## config.mk

```make
export PLATFORM = sky130hd
export DESIGN_NAME = delimited_frame_receiver
export DESIGN_NICKNAME = d
export VERILOG_FILES = /design/src/sv/dfr_pkg.sv /design/src/sv/dfr_datapath.sv /design/src/sv/dfr_ctrl.sv /design/src/sv/delimited_frame_receiver.sv
export SDC_FILE = /design/constraint.sdc
export NUM_CORES = 1
export LEC_CHECK = 0
export ABC_AREA = 0
export BUFFER_PORTS_ARGS = -buffer_cell sky130_fd_sc_hd__buf_2
export CORE_MARGIN = 5
export CORE_UTILIZATION = 40
export CTS_CLUSTER_DIAMETER = 80
export DETAILED_ROUTE_END_ITERATION = 6
export PLACE_DENSITY = 0.55
export SYNTH_ARGS = -nofsm -noshare
export SYNTH_HDL_FRONTEND = slang
export SYNTH_SLANG_ARGS = --single-unit
```

## constraint.sdc

```tcl
create_clock -name clk -period 2.6 [get_ports clk]
set_input_delay 0.26 -clock clk [delete_from_list [all_inputs] [get_ports clk]]
set_output_delay 0.26 -clock clk [all_outputs]
set_load 0.01 [all_outputs]
```

## src/sv/dfr_pkg.sv

```systemverilog
// Package for the delimited frame receiver: frame size, control characters,
// and the command and status structs between controller and datapath.
// No dependencies.
`default_nettype none

package dfr_pkg;

  // Bytes in one emitted frame, the closing newline included.
  localparam int unsigned PACKET_BYTES = 14;
  // Data bytes held before the newline.
  localparam int unsigned HOLD_MAX = PACKET_BYTES - 1;
  // Fill count and read pointer width: holds 0 .. HOLD_MAX.
  localparam int unsigned CNT_W = $clog2(HOLD_MAX + 1);
  // Store address width.
  localparam int unsigned ADDR_W = (HOLD_MAX > 1) ? $clog2(HOLD_MAX) : 1;

  localparam logic [7:0] CH_NL  = 8'h0A;
  localparam logic [7:0] CH_CR  = 8'h0D;
  localparam logic [7:0] CH_TAB = 8'h09;

  typedef struct packed {
    logic take;   // an input beat is accepted this cycle
    logic load;   // load the output register with the next frame byte
    logic drop;   // the last frame byte was taken, clear output valid
  } dfr_cmd_t;

  typedef struct packed {
    logic frame_ready;  // current input byte closes a full frame
    logic last;         // output register holds the closing newline
  } dfr_sts_t;

endpackage

`default_nettype wire

```

## src/sv/dfr_datapath.sv

```systemverilog
// Datapath of the delimited frame receiver: arming flag, fill count, frame
// store, read pointer and output register. Depends on dfr_pkg.
`default_nettype none

module dfr_datapath (
  input  wire logic            clk,
  input  wire logic            rst_n,
  input  wire logic [7:0]      in_byte_in,
  input  wire dfr_pkg::dfr_cmd_t cmd,
  output dfr_pkg::dfr_sts_t    sts,
  output logic                 out_valid,
  output logic [7:0]           out_byte,
  output logic                 out_frame_end
);

  logic [7:0]               store_mem [dfr_pkg::HOLD_MAX];
  logic                     armed_r, armed_nxt;
  logic [dfr_pkg::CNT_W-1:0] fill_r, fill_nxt;
  logic [dfr_pkg::CNT_W-1:0] ptr_r, ptr_nxt;
  logic                     out_valid_r, out_valid_nxt;
  logic [7:0]               out_byte_r;
  logic                     out_end_r;
  logic                     is_nl, is_cr, is_tab;
  logic                     store_en, full;

  always_comb begin
    is_nl    = (in_byte_in == dfr_pkg::CH_NL);
    is_cr    = (in_byte_in == dfr_pkg::CH_CR);
    is_tab   = (in_byte_in == dfr_pkg::CH_TAB);
    full     = (fill_r == dfr_pkg::CNT_W'(dfr_pkg::HOLD_MAX));
    store_en = cmd.take && armed_r && !is_nl && !is_cr && !is_tab && !full;

    armed_nxt = armed_r;
    fill_nxt  = fill_r;
    ptr_nxt   = ptr_r;
    if (cmd.take) begin
      if (!armed_r) begin
        armed_nxt = is_tab;
      end else if (is_nl) begin
        armed_nxt = 1'b0;
        fill_nxt  = '0;
        ptr_nxt   = '0;
      end else if (store_en) begin
        fill_nxt = fill_r + 1'b1;
      end
    end
    if (cmd.load) begin
      ptr_nxt = ptr_r + 1'b1;
    end

    out_valid_nxt = out_valid_r;
    if (cmd.load) begin
      out_valid_nxt = 1'b1;
    end else if (cmd.drop) begin
      out_valid_nxt = 1'b0;
    end

    sts.frame_ready = armed_r && is_nl && full;
    sts.last        = out_end_r;
  end

  always_ff @(posedge clk) begin
    if (!rst_n) begin
      armed_r     <= 1'b0;
      fill_r      <= '0;
      ptr_r       <= '0;
      out_valid_r <= 1'b0;
    end else begin
      armed_r     <= armed_nxt;
      fill_r      <= fill_nxt;
      ptr_r       <= ptr_nxt;
      out_valid_r <= out_valid_nxt;
    end
  end

  // Store write port and registered read into the output register.
  always_ff @(posedge clk) begin
    if (store_en) begin
      store_mem[fill_r[dfr_pkg::ADDR_W-1:0]] <= in_byte_in;
    end
    if (cmd.load) begin
      if (ptr_r == dfr_pkg::CNT_W'(dfr_pkg::HOLD_MAX)) begin
        out_byte_r <= dfr_pkg::CH_NL;
        out_end_r  <= 1'b1;
      end else begin
        out_byte_r <= store_mem[ptr_r[dfr_pkg::ADDR_W-1:0]];
        out_end_r  <= 1'b0;
      end
    end
  end

  assign out_valid     = out_valid_r;
  assign out_byte      = out_byte_r;
  assign out_frame_end = out_end_r;

endmodule

`default_nettype wire

```

## src/sv/dfr_ctrl.sv

```systemverilog
// Controller of the delimited frame receiver: a three-state machine that
// takes input beats and sequences the frame drain. Depends on dfr_pkg.
`default_nettype none

module dfr_ctrl (
  input  wire logic              clk,
  input  wire logic              rst_n,
  input  wire logic              in_valid,
  output logic                   in_stall,
  input  wire logic              out_stall,
  input  wire dfr_pkg::dfr_sts_t sts,
  output dfr_pkg::dfr_cmd_t      cmd
);

  typedef enum logic [2:0] {
    ST_IDLE = 3'b001,
    ST_LOAD = 3'b010,
    ST_SHOW = 3'b100
  } state_t;

  state_t state_r, state_nxt;

  always_comb begin
    state_nxt = state_r;
    cmd       = '0;
    in_stall  = 1'b1;
    unique case (state_r)
      ST_IDLE: begin
        in_stall = 1'b0;
        cmd.take = in_valid;
        if (in_valid && sts.frame_ready) begin
          state_nxt = ST_LOAD;
        end
      end
      ST_LOAD: begin
        cmd.load  = 1'b1;
        state_nxt = ST_SHOW;
      end
      ST_SHOW: begin
        if (!out_stall) begin
          if (sts.last) begin
            cmd.drop  = 1'b1;
            state_nxt = ST_IDLE;
          end else begin
            cmd.load = 1'b1;
          end
        end
      end
      default: begin
        state_nxt = ST_IDLE;
      end
    endcase
  end

  always_ff @(posedge clk) begin
    if (!rst_n) begin
      state_r <= ST_IDLE;
    end else begin
      state_r <= state_nxt;
    end
  end

endmodule

`default_nettype wire

```

## src/sv/delimited_frame_receiver.sv

```systemverilog
// Top level of the delimited frame receiver: joins controller and datapath
// and carries the checks. Depends on dfr_pkg, dfr_ctrl and dfr_datapath.
//
//   Channel   Handshake              Per beat
//   -------   --------------------   -------------------------------------
//   in_       in_valid / in_stall    in_byte_in: one received byte
//   out_      out_valid / out_stall  out_byte, out_frame_end (newline last)
//
// While no frame drains, one input beat is taken every cycle. A newline that
// closes a frame of PACKET_BYTES-1 held data bytes stalls the input while the
// output register is loaded from the frame store and while the frame drains,
// PACKET_BYTES beats with the newline last, also while out_stall holds a beat.
// The frame store has a single read port.
// Reset (synchronous, active low) clears arming flag, fill count, read pointer, output valid.
`default_nettype none

module delimited_frame_receiver (
  input  wire logic       clk,
  input  wire logic       rst_n,
  input  wire logic       in_valid,
  output logic            in_stall,
  input  wire logic [7:0] in_byte_in,
  output logic            out_valid,
  input  wire logic       out_stall,
  output logic [7:0]      out_byte,
  output logic            out_frame_end
);

  dfr_pkg::dfr_cmd_t cmd;
  dfr_pkg::dfr_sts_t sts;

  dfr_ctrl u_ctrl (
    .clk       (clk),
    .rst_n     (rst_n),
    .in_valid  (in_valid),
    .in_stall  (in_stall),
    .out_stall (out_stall),
    .sts       (sts),
    .cmd       (cmd)
  );

  dfr_datapath u_datapath (
    .clk           (clk),
    .rst_n         (rst_n),
    .in_byte_in    (in_byte_in),
    .cmd           (cmd),
    .sts           (sts),
    .out_valid     (out_valid),
    .out_byte      (out_byte),
    .out_frame_end (out_frame_end)
  );

  // No input beat is taken while a frame byte waits at the output.
  a_no_input_while_draining: assert property (@(posedge clk) disable iff (!rst_n)
    out_valid |-> in_stall)
    else $error("input taken during a frame drain");

  // The closing beat of a frame is always the newline.
  a_end_is_newline: assert property (@(posedge clk) disable iff (!rst_n)
    (out_valid && out_frame_end) |-> (out_byte == dfr_pkg::CH_NL))
    else $error("frame end beat is not a newline");

  // Once the closing beat is taken, the output goes quiet.
  a_quiet_after_end: assert property (@(posedge clk) disable iff (!rst_n)
    (out_valid && !out_stall && out_frame_end) |=> !out_valid)
    else $error("output still valid after frame end");

  // A newline that closes a full frame starts the drain after the load state.
  a_drain_starts: assert property (@(posedge clk) disable iff (!rst_n)
    (in_valid && !in_stall && sts.frame_ready) |=> ##1 (out_valid && !out_frame_end))
    else $error("full frame did not start draining");

endmodule

`default_nettype wire

```

; ---- Word-level counts from Yosys, hierarchy flattened
; Memory sizes are Yosys's and may differ from the RTL's. A register that Yosys moved wholly into a read port is not among the register bits.
; Cells that the tools add are included.
[classes]
add_sub_neg = 2
eq_ne = 11
mux = 24
n_reduce_logical = 20
[ops]
columns = cell, count
row1 = $eq 8x4->1 const B, 3
row2 = $mux 4, 6
row3 = $mux 1, 12
row4 = $reduce_bool 2->1, 5
row5 = $mux 3, 3
row6 = $pmux 3 s3, 1
row7 = $reduce_and 3->1, 3
row8 = $add 4x1->4 const B, 2
row9 = $eq 4x4->1 const B, 2
row10 = $logic_and 1x1->1, 8
row11 = $logic_not 1->1, 4
row12 = $ne 2x1->1 const B, 2
row13 = $eq 3x1->1 const B, 1
row14 = $eq 3x2->1 const B, 1
row15 = $eq 3x3->1 const B, 1
row16 = $mux 2, 1
row17 = $ne 2x2->1 const B, 1
row18 = $pmux 1 s2, 1
[word_totals]
regBits = 14
mem_bits_rw = 104
in_bits = 12
wordCells = 64
n_memories = 1
[memory_table]
columns = name, words, word_bits, read_ports, rd_clocked_by_memory_dff, wr, line_no
row1 = u_datapath.store_mem, 13, 8, 1, 1, 1, dfr_datapath.sv:16  ; logic [7:0] store_mem [dfr_pkg::HOLD_MAX];

; ---- Logic depth before layout (Yosys ltp)
[logic_depth]
word_depth = 9
ltp_mapped = 7
ltp_nobuf = 6

; ---- Hierarchy
; From an unflattened synthesis, not the netlist that was laid out.
[hier_totals]
hier_cells = 313
hier_area_um2 = 5271.3
[modules_own_cells]
columns = module, instances, cells_per_inst, area_each_um2, seq_area_each_um2
row1 = dfr_datapath, 1, 290, 5096.1, 3593.4
row2 = dfr_ctrl, 1, 23, 175.2, 60.1

; ---- Worst setup path after synthesis
; No wires, ideal clock.
[synth_path]
kind = register to register
start = register u_datapath.fill_r[1] (netlist bit)
end = memory u_datapath.store_mem[12][0], enable pin
setup_ns = 0.370
arrival_ns = 1.582
path_slack_ns = 0.648
path_stages_with_launch = 7
period_less_slack_ns = 1.952
cell_sequence = dfxtp_1 -> inv_1 -> ha_1 -> nand3_1 -> nor3b_1 -> nand2_1 -> nor2_1
[synth_between]
elab_chain_cells = 5
[synth_rtl]
columns = element, line_no
row1 = start: declaration, dfr_datapath.sv:18  ; logic [dfr_pkg::CNT_W-1:0] fill_r, fill_nxt;
row2 = start signal: assignment, dfr_datapath.sv:70  ; fill_r <= fill_nxt;
row3 = $eq 4x4->1, dfr_datapath.sv:30  ; full = (fill_r == dfr_pkg::CNT_W'(dfr_pkg::HOLD_MAX));
row4 = $logic_not 1->1, dfr_datapath.sv:31  ; store_en = cmd.take && armed_r && !is_nl && !is_cr && !is_tab && !full;
row5 = $logic_and 1x1->1, dfr_datapath.sv:31
row6 = $mux 1, dfr_datapath.sv:78  ; if (store_en) begin
row7 = $mux 1 (not written as such), dfr_datapath.sv:79  ; store_mem[fill_r[dfr_pkg::ADDR_W-1:0]] <= in_byte_in;
row8 = end: declaration, dfr_datapath.sv:16
; Parallel ways exist; a longest one is shown, timed or not.

; ---- Worst setup path in the final report
[layout_path]
start = register u_datapath.fill_r[1] (netlist bit)
end = memory u_datapath.store_mem[12][7], enable pin
; Same word-level chain as after synthesis.

==> summary.md <==
| Metric | Value |
|---|---|
| Final Hold Vio Count | `0` |
| PwrDens | `792 nW/µm²` |
| Antenna violations before repair | `0` |
| Post-synthesis instance total | `296` |
| Max Fclk | `479 MHz` |
| Clk_skew | `0.00782 ns` |
| Layout cells sized above 1 | `23.4%` |
| CTS buffer count | `17` |
| PortBufs | `22` |
| Total track usage | `14.3%` |
| Critical path class | `reg -> reg` |
| Slew @ Worst Pin | `0.525 ns` |
| Pre-CTS setup slack | `0.410 ns` |
| Slew HR | `65.0%` |
| Sinks on Clock Net | `126` |
| Post-DP HPWL | `6990 µm` |
| GRT met1 Usage | `18.6%` |
| Routability cong. | `0.748` |
| Initial DRT Pass Iterations | `5` |
| Ports | `23` |
| Largest net degree at the start of global routing | `30` |
| HP Class | `in -> reg` |
| Largest family of logic cells by synthesized area | `multiplexers` |
| Critical Path Source Type | `register` |
| Post-CTS Setup Inserts | `0` |
| Synthesized flop and latch total | `126` |
| CP max FO | `8` |
| Critical path endpoint category | `register` |
| Unrepaired setup endpoints after global routing | `no` |
| Compound-gate portion of the synthesized area | `5.47%` |
| Ant. Diodes | `0` |
| Worst Path Required | `2.71 ns` |
| Max-slew violation count | `0` |
| Final WS setup | `0.514 ns` |
| DRT Wirelength | `10700 µm` |
| CTS tree | `built` |
| Fillers | `1099` |
| Post-cts resize count | `0` |
| DRT antenna net count | `0` |
| Post-synth EDFFs | `113` |
| Core area | `13100 µm²` |
| Fin crit period | `2.09 ns` |
| Top cell type by total area after synthesis | `edfxtp_1` |
| MaxCap Viol Count | `0` |
| Post-route setup TNS | `0 ns` |
| First-pass GRT wire length | `16500 µm` |
| GRT busiest layer | `met2` |
| Die Wd | `125 µm` |
| Post-Syn Nets | `314` |
| # setup viols final | `0` |
| FP Rows | `42` |
| Quantity of hold-fixing buffers added after cts | `0` |
| Hold WS | `0.146 ns` |
| Root Buffer | `clkbuf_16` |
| Die area | `15600 µm²` |
| Fin nets | `351` |
| CTS max path bufs | `2` |
| Pleak | `2.08 nW` |
| Vias | `2797` |
| Grt total ovfl | `0` |
| Worst skew pair latency | `0.41 ns` |
| Unique masters post-synth | `50` |
| Global-route met3 utilization | `3.77%` |
| Vias in the first global route | `2832` |
| Clock transition at the registers of the reported paths | `0.05 ns` |
| Peak supply drop | `0.456 mV` |
| Design Power | `4.94 mW` |
| Status | `finished clean` |
| Cell area after synthesis | `5270 µm²` |
| Global routing usage on met2 | `23.2%` |
| Starting Density | `40.2%` |
| Average size of a mapped cell | `17.8 µm²` |
| DR WL/cell | `20.5 µm` |
| Most frequent cells in the layout | `edfxtp_1 (113), nand2_1 (22), buf_2 (22), clkbuf_16 (17), dfxtp_1 (13)` |
| Post-synthesis mux area share | `11.1%` |
| Area occupied by multi-input gates | `1460 µm²` |
| Synth Area in XOR/XNOR | `0.166%` |
| Total of warnings raised by yosys | `0` |
| Arrival time of the worst setup path | `2.20 ns` |
| Post-synth top area share | `64.4%` |
| Commonest non-fill, non-tap cell in the layout | `edfxtp_1` |
| Initial DRC count | `193` |
| Post-route DRC | `0` |
| Vias per cell | `5.36` |
| Primary FF master, synth | `edfxtp_1` |
| Syn-to-layout area delta | `18.5%` |
| Register area | `3650 µm²` |
| Fin crit share | `80.2%` |
| Clock H-tree levels | `4` |
| Largest cells by area after synthesis | `edfxtp_1 (64%), mux4_1 (6.0%), mux4_2 (5.1%)` |
| Post-synthesis simple-gate area fraction | `9.58%` |
| Area share of fa/ha/maj cells after synthesis | `1.43%` |
| Die Ht | `125 µm` |
| Ys async rst share | `0%` |
| Seq/Total Area, Yosys | `69.4%` |
## metrics by stage
| stage | utilization (%) | instances | cell area (µm²) |
|---|---|---|---|
| final | 47.7 | 522 | 6240 |
| after global routing | 47.7 | 522 | 6240 |
| after CTS | 47.7 | 522 | 6240 |
| after detailed placement | 42.5 | 490 | 5570 |
| after global placement | 42.5 | 490 | 5570 |
| after floorplan | - | 296 | 5270 |
## worst paths after layout
path / start / to / slack [ns] / cells after the start
max: u_datapath.fill_r[1]$_SDFFE_PN0P_ / u_datapath.store_mem[12][7]$_DFFE_PP_ / 0.51 / 7
min: in_byte_in[5] / u_datapath.store_mem[10][5]$_DFFE_PP_ / 0.15 / 1
max reg2reg: u_datapath.fill_r[1]$_SDFFE_PN0P_ / u_datapath.store_mem[12][7]$_DFFE_PP_ / 0.51 / 7
min reg2reg: u_datapath.fill_r[0]$_SDFFE_PN0P_ / u_datapath.fill_r[0]$_SDFFE_PN0P_ / 0.53 / 2
## Yosys cell counts, drive strengths merged (6+ instances only)
cell type and count:
a21oi 6, a221oi 6, a31oi 8, and2 12, buf 9, dfxtp 13, edfxtp 113, ha 6
inv 11, mux4 24, nand2 22, nand3 9
## routing by layer
| layer | part of all wire (%) | vias to the layer above |
|---|---|---|
| met1 | 44 | 1426 |
| met4 | 1.1 | 0 |
| met2 | 50 | 81 |
| li1 | - | 1280 |
| met5 | 0 | - |
| met3 | 4.3 | 10 |
## critical path, cell delays in order, from the launching register on
cell and delay [ns]:
dfxtp_1 0.38, inv_1 0.09, ha_1 0.23, nand3_1 0.17, nor3b_1 0.35, nand2_1 0.20
nor2_1 0.18, buf_4 0.19
## cell families (layout without fill, tap and decap cells)
| logic type | after synthesis | in the layout |
|---|---|---|
| flip-flops | 126 | 126 |
| buffers and inverters | 24 | 74 |
| AO/OA/AOI/OAI | 40 | 40 |
| AND/OR/NAND/NOR | 75 | 75 |
| XOR/XNOR | 1 | 1 |
| adder cells (fa/ha/maj) | 6 | 6 |
| multiplexers | 24 | 24 |
## area by class of cell
type	instances	area share, %
Clock inverter	14	3.93
Clock buffer	18	6.88
Timing Repair Buffer	31	3.05
Tap cell	176	3.53
Inverter	11	0.662
Sequential cell	126	58.5
Multi-Input combinational cell	146	23.4
## state kept, by name, indices dropped and copies added (netlist names)
name,count
u_datapath.out_frame_end,1
u_datapath.armed_r,1
u_datapath.out_valid,1
u_datapath.ptr_r,4
u_datapath.store_mem,104
u_datapath.fill_r,4
u_ctrl.state_r,3
u_datapath.out_byte,8
## report_power, final
part | switching (mW) | total [mW] | internal (mW)
Combinational | 0.0449 | 0.0573 | 0.0124
Sequential | 0.0000840 | 2.20 | 2.20
Clock | 0.807 | 2.69 | 1.88
Total | 0.852 | 4.94 | 4.09
(Power assumes the default switching activity.)
